File: src/rtl/ttc_pkg.sv
`timescale 1ns / 1ps
// ----------------------------------------------------------------------------
// ttc_pkg
// Shared widths, codes, state encoding and control structs of the tick
// comparator.
// ----------------------------------------------------------------------------
package ttc_pkg;

  localparam int WORD_W    = 64;
  localparam int HALF_W    = 32;
  localparam int OP_W      = 2;
  localparam int DIGIT_W   = 4;
  localparam int ADD_STEPS = WORD_W / DIGIT_W;
  localparam int ADD_CNT_W = $clog2(ADD_STEPS);
  localparam int MUL_STEPS = HALF_W;
  localparam int DIV_STEPS = WORD_W;
  localparam int MD_CNT_W  = $clog2(DIV_STEPS);

  typedef logic [WORD_W-1:0] word_t;
  typedef logic [HALF_W-1:0] half_t;

  typedef enum logic [OP_W-1:0] {
    OP_ARM      = 2'd0,
    OP_TICK     = 2'd1,
    OP_SUPPRESS = 2'd2,
    OP_RESUME   = 2'd3
  } op_t;

  typedef enum logic [2:0] {
    ST_IDLE,
    ST_ADD,
    ST_MUL,
    ST_DIFF,
    ST_DIV,
    ST_DONE
  } state_t;

  typedef struct packed {
    logic start;
    logic sub;
  } add_ctl_t;

  typedef struct packed {
    logic start;
    logic div;
  } md_ctl_t;

endpackage

File: src/rtl/ttc_if.sv
`timescale 1ns / 1ps
// ----------------------------------------------------------------------------
// ttc_if
// Valid/ready channel interfaces of the tick comparator: request input,
// result output and interval configuration.
// ----------------------------------------------------------------------------
interface ttc_in_if;
  import ttc_pkg::*;

  logic              valid;
  logic              ready;
  logic [OP_W-1:0]   operation;
  logic [HALF_W-1:0] ticks;
  logic [WORD_W-1:0] now;

  modport source (output valid, output operation, output ticks, output now, input ready);
  modport sink   (input valid, input operation, input ticks, input now, output ready);
endinterface

interface ttc_out_if;
  import ttc_pkg::*;

  logic              valid;
  logic              ready;
  logic [WORD_W-1:0] deadline;
  logic [HALF_W-1:0] elapsed;
  logic              kernel_tick;

  modport source (output valid, output deadline, output elapsed, output kernel_tick,
                  input ready);
  modport sink   (input valid, input deadline, input elapsed, input kernel_tick,
                  output ready);
endinterface

interface ttc_cfg_if;
  import ttc_pkg::*;

  logic              valid;
  logic              ready;
  logic [HALF_W-1:0] tick_interval;

  modport source (output valid, output tick_interval, input ready);
  modport sink   (input valid, input tick_interval, output ready);
endinterface

File: src/rtl/ttc_serial_adder.sv
`timescale 1ns / 1ps
// ----------------------------------------------------------------------------
// ttc_serial_adder
// Digit-serial 64-bit adder/subtractor: one 4-bit digit per cycle, LSB first,
// with a registered done pulse and carry out (no borrow on subtract).
// ----------------------------------------------------------------------------
module ttc_serial_adder (
  input  logic              clk,
  input  logic              rst_n,
  input  ttc_pkg::add_ctl_t ctl,
  input  ttc_pkg::word_t    a,
  input  ttc_pkg::word_t    b,
  output ttc_pkg::word_t    sum,
  output logic              carry,
  output logic              done
);
  import ttc_pkg::*;

  word_t                a_r;
  word_t                b_r;
  logic                 carry_r;
  logic [ADD_CNT_W-1:0] cnt_r;
  logic                 busy_r;
  logic                 done_r;
  logic [DIGIT_W:0]     dsum;

  assign dsum = {1'b0, a_r[DIGIT_W-1:0]} + {1'b0, b_r[DIGIT_W-1:0]}
              + {{DIGIT_W{1'b0}}, carry_r};

  always_ff @(posedge clk) begin
    if (!rst_n) begin
      busy_r <= 1'b0;
      done_r <= 1'b0;
      cnt_r  <= '0;
    end else begin
      done_r <= busy_r && (cnt_r == ADD_CNT_W'(ADD_STEPS - 1));
      if (ctl.start) begin
        busy_r <= 1'b1;
        cnt_r  <= '0;
      end else if (busy_r) begin
        cnt_r <= cnt_r + 1'b1;
        if (cnt_r == ADD_CNT_W'(ADD_STEPS - 1)) begin
          busy_r <= 1'b0;
        end
      end
    end
  end

  always_ff @(posedge clk) begin
    if (ctl.start) begin
      a_r     <= a;
      b_r     <= ctl.sub ? ~b : b;
      carry_r <= ctl.sub;
    end else if (busy_r) begin
      a_r     <= {dsum[DIGIT_W-1:0], a_r[WORD_W-1:DIGIT_W]};
      b_r     <= b_r >> DIGIT_W;
      carry_r <= dsum[DIGIT_W];
    end
  end

  assign sum   = a_r;
  assign carry = carry_r;
  assign done  = done_r;

endmodule

File: src/rtl/ttc_muldiv.sv
`timescale 1ns / 1ps
// ----------------------------------------------------------------------------
// ttc_muldiv
// Bit-serial unit: 32x32 shift-add multiply (one multiplier bit per cycle)
// and 64/32 restoring divide (one quotient bit per cycle).
// ----------------------------------------------------------------------------
module ttc_muldiv (
  input  logic             clk,
  input  logic             rst_n,
  input  ttc_pkg::md_ctl_t ctl,
  input  ttc_pkg::half_t   ivl,
  input  ttc_pkg::word_t   opnd,
  output ttc_pkg::word_t   result,
  output logic             done
);
  import ttc_pkg::*;

  half_t               acc_r;
  word_t               sh_r;
  logic                div_r;
  logic [MD_CNT_W-1:0] cnt_r;
  logic                busy_r;
  logic                done_r;
  logic [MD_CNT_W-1:0] last;
  logic [HALF_W:0]     mul_sum;
  logic [HALF_W:0]     div_part;
  logic [HALF_W:0]     div_diff;
  logic                div_ge;

  always_comb begin
    mul_sum  = {1'b0, acc_r} + (sh_r[0] ? {1'b0, ivl} : '0);
    div_part = {acc_r, sh_r[WORD_W-1]};
    div_ge   = div_part >= {1'b0, ivl};
    div_diff = div_part - {1'b0, ivl};
    last     = div_r ? MD_CNT_W'(DIV_STEPS - 1) : MD_CNT_W'(MUL_STEPS - 1);
  end

  always_ff @(posedge clk) begin
    if (!rst_n) begin
      busy_r <= 1'b0;
      done_r <= 1'b0;
      div_r  <= 1'b0;
      cnt_r  <= '0;
    end else begin
      done_r <= busy_r && (cnt_r == last);
      if (ctl.start) begin
        busy_r <= 1'b1;
        div_r  <= ctl.div;
        cnt_r  <= '0;
      end else if (busy_r) begin
        cnt_r <= cnt_r + 1'b1;
        if (cnt_r == last) begin
          busy_r <= 1'b0;
        end
      end
    end
  end

  always_ff @(posedge clk) begin
    if (ctl.start) begin
      acc_r <= '0;
      sh_r  <= ctl.div ? opnd : {{HALF_W{1'b0}}, opnd[HALF_W-1:0]};
    end else if (busy_r) begin
      if (div_r) begin
        acc_r <= div_ge ? div_diff[HALF_W-1:0] : div_part[HALF_W-1:0];
        sh_r  <= {sh_r[WORD_W-2:0], div_ge};
      end else begin
        acc_r <= mul_sum[HALF_W:1];
        sh_r  <= {sh_r[WORD_W-1:HALF_W], mul_sum[0], sh_r[HALF_W-1:1]};
      end
    end
  end

  assign result = div_r ? sh_r : {acc_r, sh_r[HALF_W-1:0]};
  assign done   = done_r;

endmodule

File: src/rtl/tickless_tick_comparator.sv
`timescale 1ns / 1ps
// ----------------------------------------------------------------------------
// tickless_tick_comparator
// Keeps a 64-bit compare deadline on a grid of tick intervals and handles
// arm, tick, idle-window suppress and resume requests.
// ----------------------------------------------------------------------------
// Usage:
//   cfg_ch writes tick_interval and is always ready. The user must write it
//   only while the block is idle, which the block itself does not enforce.
//   in_ch takes one request transaction (operation, ticks, now); out_ch gives
//   one result transaction (deadline, elapsed, kernel_tick) per request.
//   Zero interval disables arm, tick and windows. One request is worked on
//   at a time, through a 4-bit-digit serial adder and a bit-serial
//   multiply/divide unit. Arm and tick take one add; suppress a multiply,
//   then an add; resume a subtract, then divide, multiply and add as needed.
//   A request that starts no arithmetic goes straight to the result.
//   The next request is accepted the cycle after the result is registered.
//   A stalled receiver holds the result in the output register; the block
//   still accepts the next request and stops only once that result is ready.
//   Reset (rst_n low, synchronous) clears the interval, deadline, window base
//   and planned ticks, and empties the output register.
// ----------------------------------------------------------------------------
module tickless_tick_comparator (
  input logic clk,
  input logic rst_n,
  ttc_in_if.sink    in_ch,
  ttc_out_if.source out_ch,
  ttc_cfg_if.sink   cfg_ch
);
  import ttc_pkg::*;

  state_t   state_r, state_nxt;
  op_t      op_r, op_nxt;
  half_t    ivl_r;
  word_t    deadline_r, deadline_nxt;
  word_t    base_r, base_nxt;
  half_t    planned_r, planned_nxt;
  half_t    elapsed_r, elapsed_nxt;
  logic     ktick_r, ktick_nxt;
  logic     out_valid_r, out_valid_nxt;
  word_t    out_deadline_r, out_deadline_nxt;
  half_t    out_elapsed_r, out_elapsed_nxt;
  logic     out_ktick_r, out_ktick_nxt;
  logic     in_ready;

  add_ctl_t add_ctl;
  word_t    add_a;
  word_t    add_b;
  word_t    add_sum;
  logic     add_carry;
  logic     add_done;

  md_ctl_t  md_ctl;
  word_t    md_opnd;
  word_t    md_result;
  logic     md_done;

  word_t    ivl_w;
  logic     ivl_zero;
  half_t    limit;
  logic     q_ge;
  half_t    count;
  op_t      in_op;

  ttc_serial_adder u_add (
    .clk   (clk),
    .rst_n (rst_n),
    .ctl   (add_ctl),
    .a     (add_a),
    .b     (add_b),
    .sum   (add_sum),
    .carry (add_carry),
    .done  (add_done)
  );

  ttc_muldiv u_md (
    .clk    (clk),
    .rst_n  (rst_n),
    .ctl    (md_ctl),
    .ivl    (ivl_r),
    .opnd   (md_opnd),
    .result (md_result),
    .done   (md_done)
  );

  always_comb begin
    ivl_w    = {{HALF_W{1'b0}}, ivl_r};
    ivl_zero = (ivl_r == '0);
    in_op    = op_t'(in_ch.operation);
    limit    = planned_r - 1'b1;
    q_ge     = (md_result[WORD_W-1:HALF_W] != '0) || (md_result[HALF_W-1:0] >= limit);
    count    = q_ge ? limit : md_result[HALF_W-1:0] + 1'b1;
  end

  always_comb begin
    state_nxt        = state_r;
    op_nxt           = op_r;
    deadline_nxt     = deadline_r;
    base_nxt         = base_r;
    planned_nxt      = planned_r;
    elapsed_nxt      = elapsed_r;
    ktick_nxt        = ktick_r;
    out_valid_nxt    = out_valid_r && !out_ch.ready;
    out_deadline_nxt = out_deadline_r;
    out_elapsed_nxt  = out_elapsed_r;
    out_ktick_nxt    = out_ktick_r;
    in_ready         = 1'b0;
    add_ctl          = '0;
    add_a            = base_r;
    add_b            = md_result;
    md_ctl           = '0;
    md_opnd          = add_sum;

    unique case (state_r)
      ST_IDLE: begin
        in_ready = 1'b1;
        if (in_ch.valid) begin
          op_nxt      = in_op;
          elapsed_nxt = '0;
          ktick_nxt   = 1'b0;
          state_nxt   = ST_DONE;
          unique case (in_op)
            OP_ARM: begin
              if (!ivl_zero) begin
                add_ctl.start = 1'b1;
                add_a         = in_ch.now;
                add_b         = ivl_w;
                state_nxt     = ST_ADD;
              end
            end
            OP_TICK: begin
              if (!ivl_zero) begin
                add_ctl.start = 1'b1;
                add_a         = deadline_r;
                add_b         = ivl_w;
                ktick_nxt     = 1'b1;
                state_nxt     = ST_ADD;
              end
            end
            OP_SUPPRESS: begin
              if (!ivl_zero && (in_ch.ticks > HALF_W'(1))) begin
                base_nxt     = deadline_r;
                planned_nxt  = in_ch.ticks;
                md_ctl.start = 1'b1;
                md_opnd      = {{HALF_W{1'b0}}, in_ch.ticks - 1'b1};
                state_nxt    = ST_MUL;
              end else begin
                planned_nxt = '0;
              end
            end
            OP_RESUME: begin
              if ((planned_r != '0) && !ivl_zero) begin
                add_ctl.start = 1'b1;
                add_ctl.sub   = 1'b1;
                add_a         = in_ch.now;
                add_b         = base_r;
                state_nxt     = ST_DIFF;
              end
            end
          endcase
        end
      end
      ST_ADD: begin
        if (add_done) begin
          deadline_nxt = add_sum;
          state_nxt    = ST_DONE;
        end
      end
      ST_MUL: begin
        if (md_done) begin
          add_ctl.start = 1'b1;
          state_nxt     = ST_ADD;
        end
      end
      ST_DIFF: begin
        if (add_done) begin
          if (!add_carry) begin
            deadline_nxt = base_r;
            state_nxt    = ST_DONE;
          end else begin
            md_ctl.start = 1'b1;
            md_ctl.div   = 1'b1;
            state_nxt    = ST_DIV;
          end
        end
      end
      ST_DIV: begin
        if (md_done) begin
          elapsed_nxt = count;
          if (count != limit) begin
            md_ctl.start = 1'b1;
            md_opnd      = {{HALF_W{1'b0}}, count};
            state_nxt    = ST_MUL;
          end else begin
            state_nxt = ST_DONE;
          end
        end
      end
      ST_DONE: begin
        if (!out_valid_r || out_ch.ready) begin
          out_valid_nxt    = 1'b1;
          out_deadline_nxt = deadline_r;
          out_elapsed_nxt  = elapsed_r;
          out_ktick_nxt    = ktick_r;
          if (op_r == OP_RESUME) begin
            planned_nxt = '0;
          end
          state_nxt = ST_IDLE;
        end
      end
      default: begin
        state_nxt = ST_IDLE;
      end
    endcase
  end

  always_ff @(posedge clk) begin
    if (!rst_n) begin
      state_r     <= ST_IDLE;
      op_r        <= OP_ARM;
      ivl_r       <= '0;
      deadline_r  <= '0;
      base_r      <= '0;
      planned_r   <= '0;
      out_valid_r <= 1'b0;
    end else begin
      state_r     <= state_nxt;
      op_r        <= op_nxt;
      deadline_r  <= deadline_nxt;
      base_r      <= base_nxt;
      planned_r   <= planned_nxt;
      out_valid_r <= out_valid_nxt;
      if (cfg_ch.valid) begin
        ivl_r <= cfg_ch.tick_interval;
      end
    end
  end

  always_ff @(posedge clk) begin
    elapsed_r      <= elapsed_nxt;
    ktick_r        <= ktick_nxt;
    out_deadline_r <= out_deadline_nxt;
    out_elapsed_r  <= out_elapsed_nxt;
    out_ktick_r    <= out_ktick_nxt;
  end

  assign in_ch.ready        = in_ready;
  assign cfg_ch.ready       = 1'b1;
  assign out_ch.valid       = out_valid_r;
  assign out_ch.deadline    = out_deadline_r;
  assign out_ch.elapsed     = out_elapsed_r;
  assign out_ch.kernel_tick = out_ktick_r;

endmodule

File: src/flat_wrapper.sv
// flat-port wrapper written by rule: the top's interface ports become plain ports
module tickless_tick_comparator_flat import ttc_pkg::*;
  (clk, rst_n, in_ch_valid, in_ch_operation, in_ch_ticks, in_ch_now, in_ch_ready, out_ch_valid, out_ch_deadline, out_ch_elapsed, out_ch_kernel_tick, out_ch_ready, cfg_ch_valid, cfg_ch_tick_interval, cfg_ch_ready);
  ttc_in_if in_ch_i ();
  ttc_out_if out_ch_i ();
  ttc_cfg_if cfg_ch_i ();
  input logic clk;
  input logic rst_n;
  input wire logic [$bits(in_ch_i.valid)-1:0] in_ch_valid;
  input wire logic [$bits(in_ch_i.operation)-1:0] in_ch_operation;
  input wire logic [$bits(in_ch_i.ticks)-1:0] in_ch_ticks;
  input wire logic [$bits(in_ch_i.now)-1:0] in_ch_now;
  output wire logic [$bits(in_ch_i.ready)-1:0] in_ch_ready;
  output wire logic [$bits(out_ch_i.valid)-1:0] out_ch_valid;
  output wire logic [$bits(out_ch_i.deadline)-1:0] out_ch_deadline;
  output wire logic [$bits(out_ch_i.elapsed)-1:0] out_ch_elapsed;
  output wire logic [$bits(out_ch_i.kernel_tick)-1:0] out_ch_kernel_tick;
  input wire logic [$bits(out_ch_i.ready)-1:0] out_ch_ready;
  input wire logic [$bits(cfg_ch_i.valid)-1:0] cfg_ch_valid;
  input wire logic [$bits(cfg_ch_i.tick_interval)-1:0] cfg_ch_tick_interval;
  output wire logic [$bits(cfg_ch_i.ready)-1:0] cfg_ch_ready;
  assign in_ch_i.valid = in_ch_valid;
  assign in_ch_i.operation = in_ch_operation;
  assign in_ch_i.ticks = in_ch_ticks;
  assign in_ch_i.now = in_ch_now;
  assign in_ch_ready = in_ch_i.ready;
  assign out_ch_valid = out_ch_i.valid;
  assign out_ch_deadline = out_ch_i.deadline;
  assign out_ch_elapsed = out_ch_i.elapsed;
  assign out_ch_kernel_tick = out_ch_i.kernel_tick;
  assign out_ch_i.ready = out_ch_ready;
  assign cfg_ch_i.valid = cfg_ch_valid;
  assign cfg_ch_i.tick_interval = cfg_ch_tick_interval;
  assign cfg_ch_ready = cfg_ch_i.ready;
  tickless_tick_comparator u_core (.clk(clk), .rst_n(rst_n), .in_ch(in_ch_i), .out_ch(out_ch_i), .cfg_ch(cfg_ch_i));
endmodule
File: config.mk
export PLATFORM = sky130hd
export DESIGN_NAME = tickless_tick_comparator_flat
export DESIGN_NICKNAME = d
export VERILOG_FILES = /design/src/rtl/ttc_pkg.sv /design/src/rtl/ttc_if.sv /design/src/rtl/ttc_serial_adder.sv /design/src/rtl/ttc_muldiv.sv /design/src/rtl/tickless_tick_comparator.sv /design/src/flat_wrapper.sv
export SDC_FILE = /design/constraint.sdc
export NUM_CORES = 2
export LEC_CHECK = 0
export ABC_CLOCK_PERIOD_IN_PS = 13550
export BUFFER_PORTS_ARGS = -buffer_cell sky130_fd_sc_hd__buf_2
export CAP_MARGIN = 5
export CORE_MARGIN = 1
export CORE_UTILIZATION = 57
export DETAILED_ROUTE_END_ITERATION = 8
export PLACE_DENSITY_LB_ADDON = 0.08
export SYNTH_ARGS = -nofsm -noshare
export SYNTH_HDL_FRONTEND = slang
export SYNTH_SLANG_ARGS = --single-unit
export TNS_END_PERCENT = 50
File: constraint.sdc
create_clock -name clk -period 13.55 [get_ports clk]
set_input_delay 0.6775 -clock clk [delete_from_list [all_inputs] [get_ports clk]]
set_output_delay 0.6775 -clock clk [all_outputs]
set_load 0.03 [all_outputs]
==> impl_metrics.py <==
metrics = {
    "status": {
        "outcome": "finished, final reports clean",
    },
    "run": {
        "maxCapViolCount": 0,
    },
    "logic_synthesis": {
        "async_flop_share_pct": 0,
        "synth-xor-area-share_pct": 4.15,
        "syn-cell-area_um2": 32700,
        "yosys-mux-area-fraction_pct": 3.60,
        "syn_nets": 3781,
        "synthesis.instances": 3536,
        "synth_edf_count": 323,
        "yosysWarnings": 0,
        "yosysUniqueCellTypes": 86,
        "synth_seq_cells": 568,
        "synth_fa_ha_area_share_pct": 4.30,
        "synth-compound-area-share_pct": 21.0,
        "ys_seq_area_share_pct": 44.7,
        "synth_flop_cell": "edfxtp_1",
        "synth-simple-area-share_pct": 18.3,
        "syn_avg_cell_area_um2": 9.24,
        "synth_top_family_by_area": "compound AO/OA/AOI/OAI gates",
    },
    "clock_network": {
        "clk-insertion-delay-late_ns": 0.68,
        "numCtsBuffers": 59,
        "root_buffer": "clkbuf_16",
        "htree_levels": 2,
        "cts_setup_buffers": 0,
        "ctsResizeCount": 0,
        "cts_tree": "built",
        "holdBufCountCts": 0,
        "clock_sinks": 568,
        "cts_buffer_depth": 3,
        "clk_pin_slew_ns": 0.06,
    },
    "detailed_routing": {
        "routed_wl_um": 124000,
        "num_vias": 30800,
        "drc_errors": 0,
        "dr.pass1.iters": 8,
        "ant_nets": 0,
        "viasPerCell": 6.95,
        "drtIter0Drc": 3759,
        "routedWlPerCell_um": 28.1,
    },
    "layout": {
        "fillCellCount": 4597,
        "fin_nets": 3862,
        "stdcell_area_um2": 36300,
        "final-instance-count-excl-fill": 4427,
        "drive_above_1_share_pct": 12.0,
        "area_delta_synth_final_pct": 11.0,
    },
    "die": {
        "dieHeight_um": 241,
        "initial_utilization_pct": 57.9,
        "num_rows": 87,
        "fp.dieW_um": 241,
        "io_pins": 235,
        "core-area_um2": 56500,
        "design.die.area_um2": 58300,
    },
    "worst_setup_path": {
        "slowest_delay_ns": 0.60,
        "cpMaxStageDelayCell": "nor3_4",
        "critPathLaunchType": "flip-flop",
        "worstPathArrival_ns": 7.51,
        "crit_type": "reg -> reg",
        "path_cells": "inv_1, ha_1, nor3b_2, nand4_1, nor4_1, xnor2_1, ha_1, nand4_1, or3_1, a21oi_1, a311oi_1, buf_4, nand2_2, buf_4, nor2_1, o311a_1, buf_4, nor3_4, buf_4, nand2_1, buf_4",
        "path_delay_family": "simple AND/OR/NAND/NOR gates",
        "critPathBufInv": 6,
        "cp_data_required_time_ns": 13.89,
        "critical_path.most_common_cell": "buf_4",
        "crit_fanout": 58,
        "crit_path_end_kind": "flip-flop",
    },
    "sta": {
        "fin_hold_ws_ns": 0.250,
        "max_slew_margin_pct": 25.1,
        "skew_ns": 0.0476,
        "max_freq_ghz": 0.139,
        "post-route-period-util_pct": 52.9,
        "worst_pin_slew_ns": 1.11,
        "grt_setup_unrepaired": "no",
        "fin_crit_ns": 7.17,
        "fin_ws_ns": 6.38,
        "hold_violations": 0,
        "slew_violations": 0,
        "finalSetupViolCount": 0,
        "setup-tns-final_ns": 0,
    },
    "power_and_ir_drop": {
        "vdd_ir_drop_max_uv": 150,
        "power.density_nw_per_um2": 201,
        "leakage_nw": 13.4,
    },
    "global_routing": {
        "antenna_found_initial": 7,
        "overflow": 0,
        "grt_use_total_pct": 42.3,
        "grt_pass1_wl_um": 183000,
        "grt_pass1_vias": 28900,
        "grt_max_degree": 135,
    },
    "placement": {
        "placed_cell_area_um2": 34300,
        "dp_cells": 4312,
        "dp_hpwl_um": 88700,
        "place.gp.congestion": 1.04,
        "io_buffer_count": 233,
        "pre_cts_slack_ns": 6.69,
    },
    "min_path": {
        "hold_path.class": "in -> reg",
    },
}
==> synthesized netlist by cell type (13+ instances only) <==
master / number / share of area, %
nor2_1: 472 / 5.4
nand2_1: 450 / 5.2
edfxtp_1: 323 / 30
dfxtp_1: 245 / 15
clkbuf_1: 228 / 2.6
a21oi_1: 160 / 2.4
ha_1: 106 / 4.1
a221oi_1: 94 / 2.5
mux2i_1: 86 / 2.6
o21ai_0: 83 / 1.3
xnor2_1: 82 / 2.2
nor4_1: 72 / 1.4
a311oi_1: 71 / 1.9
inv_1: 71 / 0.82
a22o_1: 68 / 1.8
nand3_1: 67 / 1.0
a22oi_1: 64 / 1.5
a211oi_1: 60 / 1.4
xor2_1: 60 / 1.6
nor3_1: 58 / 0.89
o21a_1: 58 / 1.3
nand4_1: 46 / 0.88
a21o_1: 33 / 0.76
and3_1: 30 / 0.57
o211ai_1: 30 / 0.69
o221ai_1: 30 / 0.80
a32o_1: 28 / 0.86
mux2_2: 28 / 0.96
a31oi_1: 27 / 0.52
nor2b_1: 25 / 0.48
o22ai_1: 20 / 0.38
or3_1: 19 / 0.36
buf_1: 18 / 0.21
and2_1: 16 / 0.31
or4_1: 16 / 0.37
o31ai_1: 13 / 0.30
==> placed cells by master (no fill, tap or decap), drive strengths merged, types with 30 or more instances in the layout <==
| master | n |
|---|---|
| nand2 | 450 |
| nor2 | 472 |
| a211oi | 60 |
| o221ai | 30 |
| inv | 74 |
| mux2i | 86 |
| buf | 281 |
| o21ai | 88 |
| nor3 | 59 |
| dfxtp | 245 |
| o211ai | 30 |
| a22o | 68 |
| a21o | 33 |
| and3 | 30 |
| xnor2 | 82 |
| a221oi | 94 |
| nand3 | 68 |
| a22oi | 64 |
| nor4 | 75 |
| a21oi | 160 |
| edfxtp | 323 |
| o21a | 58 |
| a311oi | 71 |
| nand4 | 46 |
| ha | 106 |
| xor2 | 60 |
| clkbuf | 79 |
==> tightest hold or removal path, cell delays in order <==
cell and delay [ns]:
buf_2 0.07, mux2i_1 0.05, nor2_1 0.07
==> per-layer routing <==
layer  vias up  global-route usage [%]  share of wire, %
met4        10                    28.4               8.1
met3       500                    11.8                11
met5         -                       0             0.050
met2      1980                    65.7                45
met1     14800                    51.2                36
li1      13400                       -                 -
==> final cells by class <==
| class | instances | area (µm²) | area share, % |
|---|---|---|---|
| Multi-Input combinational cell | 2633 | 16900 | 46.6 |
| Inverter | 74 | 283 | 0.779 |
| Antenna cell | 3 | 7.51 | 0.0207 |
| Sequential cell | 568 | 14600 | 40.3 |
| Timing Repair Buffer | 281 | 1530 | 4.21 |
| Clock buffer | 79 | 1640 | 4.53 |
| Tap cell | 756 | 946 | 2.61 |
| Clock inverter | 33 | 369 | 1.02 |
==> kinds of logic (layout without fill, tap and decap cells) <==
logic type	Yosys count	in the layout
mux	114	114
xor+xnor	147	147
flops	568	568
fa+ha+maj	110	110
other cells	1	4
buf+inv	335	467
compound gates	934	934
simple gates	1327	1327
==> power breakdown <==
group	switching, W	leakage [nW]	total (W)	internal, W
sequential	0.000432	5.02	0.00273	0.00230
combinational	0.00183	7.36	0.00285	0.00102
clock	0.000740	0.982	0.00170	0.000956
total	0.00301	13.4	0.00728	0.00428
==> registers in the layout (all words and copies together) (netlist names), 6 cells and up <==
name / count
u_core.u_add.b_r: 64
u_core.u_add.sum: 64
u_core.out_ch.deadline: 64
u_core.deadline_r: 64
u_core.u_md.cnt_r: 6
u_core.planned_r: 32
u_core.u_md.acc_r: 32
u_core.out_ch.elapsed: 32
u_core.ivl_r: 32
u_core.elapsed_r: 32
u_core.u_md.sh_r: 64
u_core.base_r: 64
==> path summary, 6_finish.rpt <==
check / from / to / slack, ns / depth (start not counted)
setup / recovery: u_core.planned_r[0]$_SDFFE_PN0P_ / u_core.u_md.sh_r[24]$_DFFE_PP_ / 6.38 / 21
hold / removal: cfg_ch_tick_interval[17] / u_core.ivl_r[17]$_SDFFE_PN0P_ / 0.25 / 3
setup reg to reg: u_core.planned_r[0]$_SDFFE_PN0P_ / u_core.u_md.sh_r[24]$_DFFE_PP_ / 6.38 / 21
hold reg to reg: u_core.elapsed_r[16]$_SDFFCE_PN0P_ / u_core.out_ch.elapsed[16]$_DFFE_PP_ / 0.42 / 0
==> per-stage QoR <==
stage               utilization (%)  power (W)
floorplan                         -    0.00455
global placement               60.6    0.00545
detailed placement             60.6    0.00550
CTS                            64.2    0.00719
global route                   64.2    0.00760
finish                         64.2    0.00728
(Power assumes the default switching activity.)
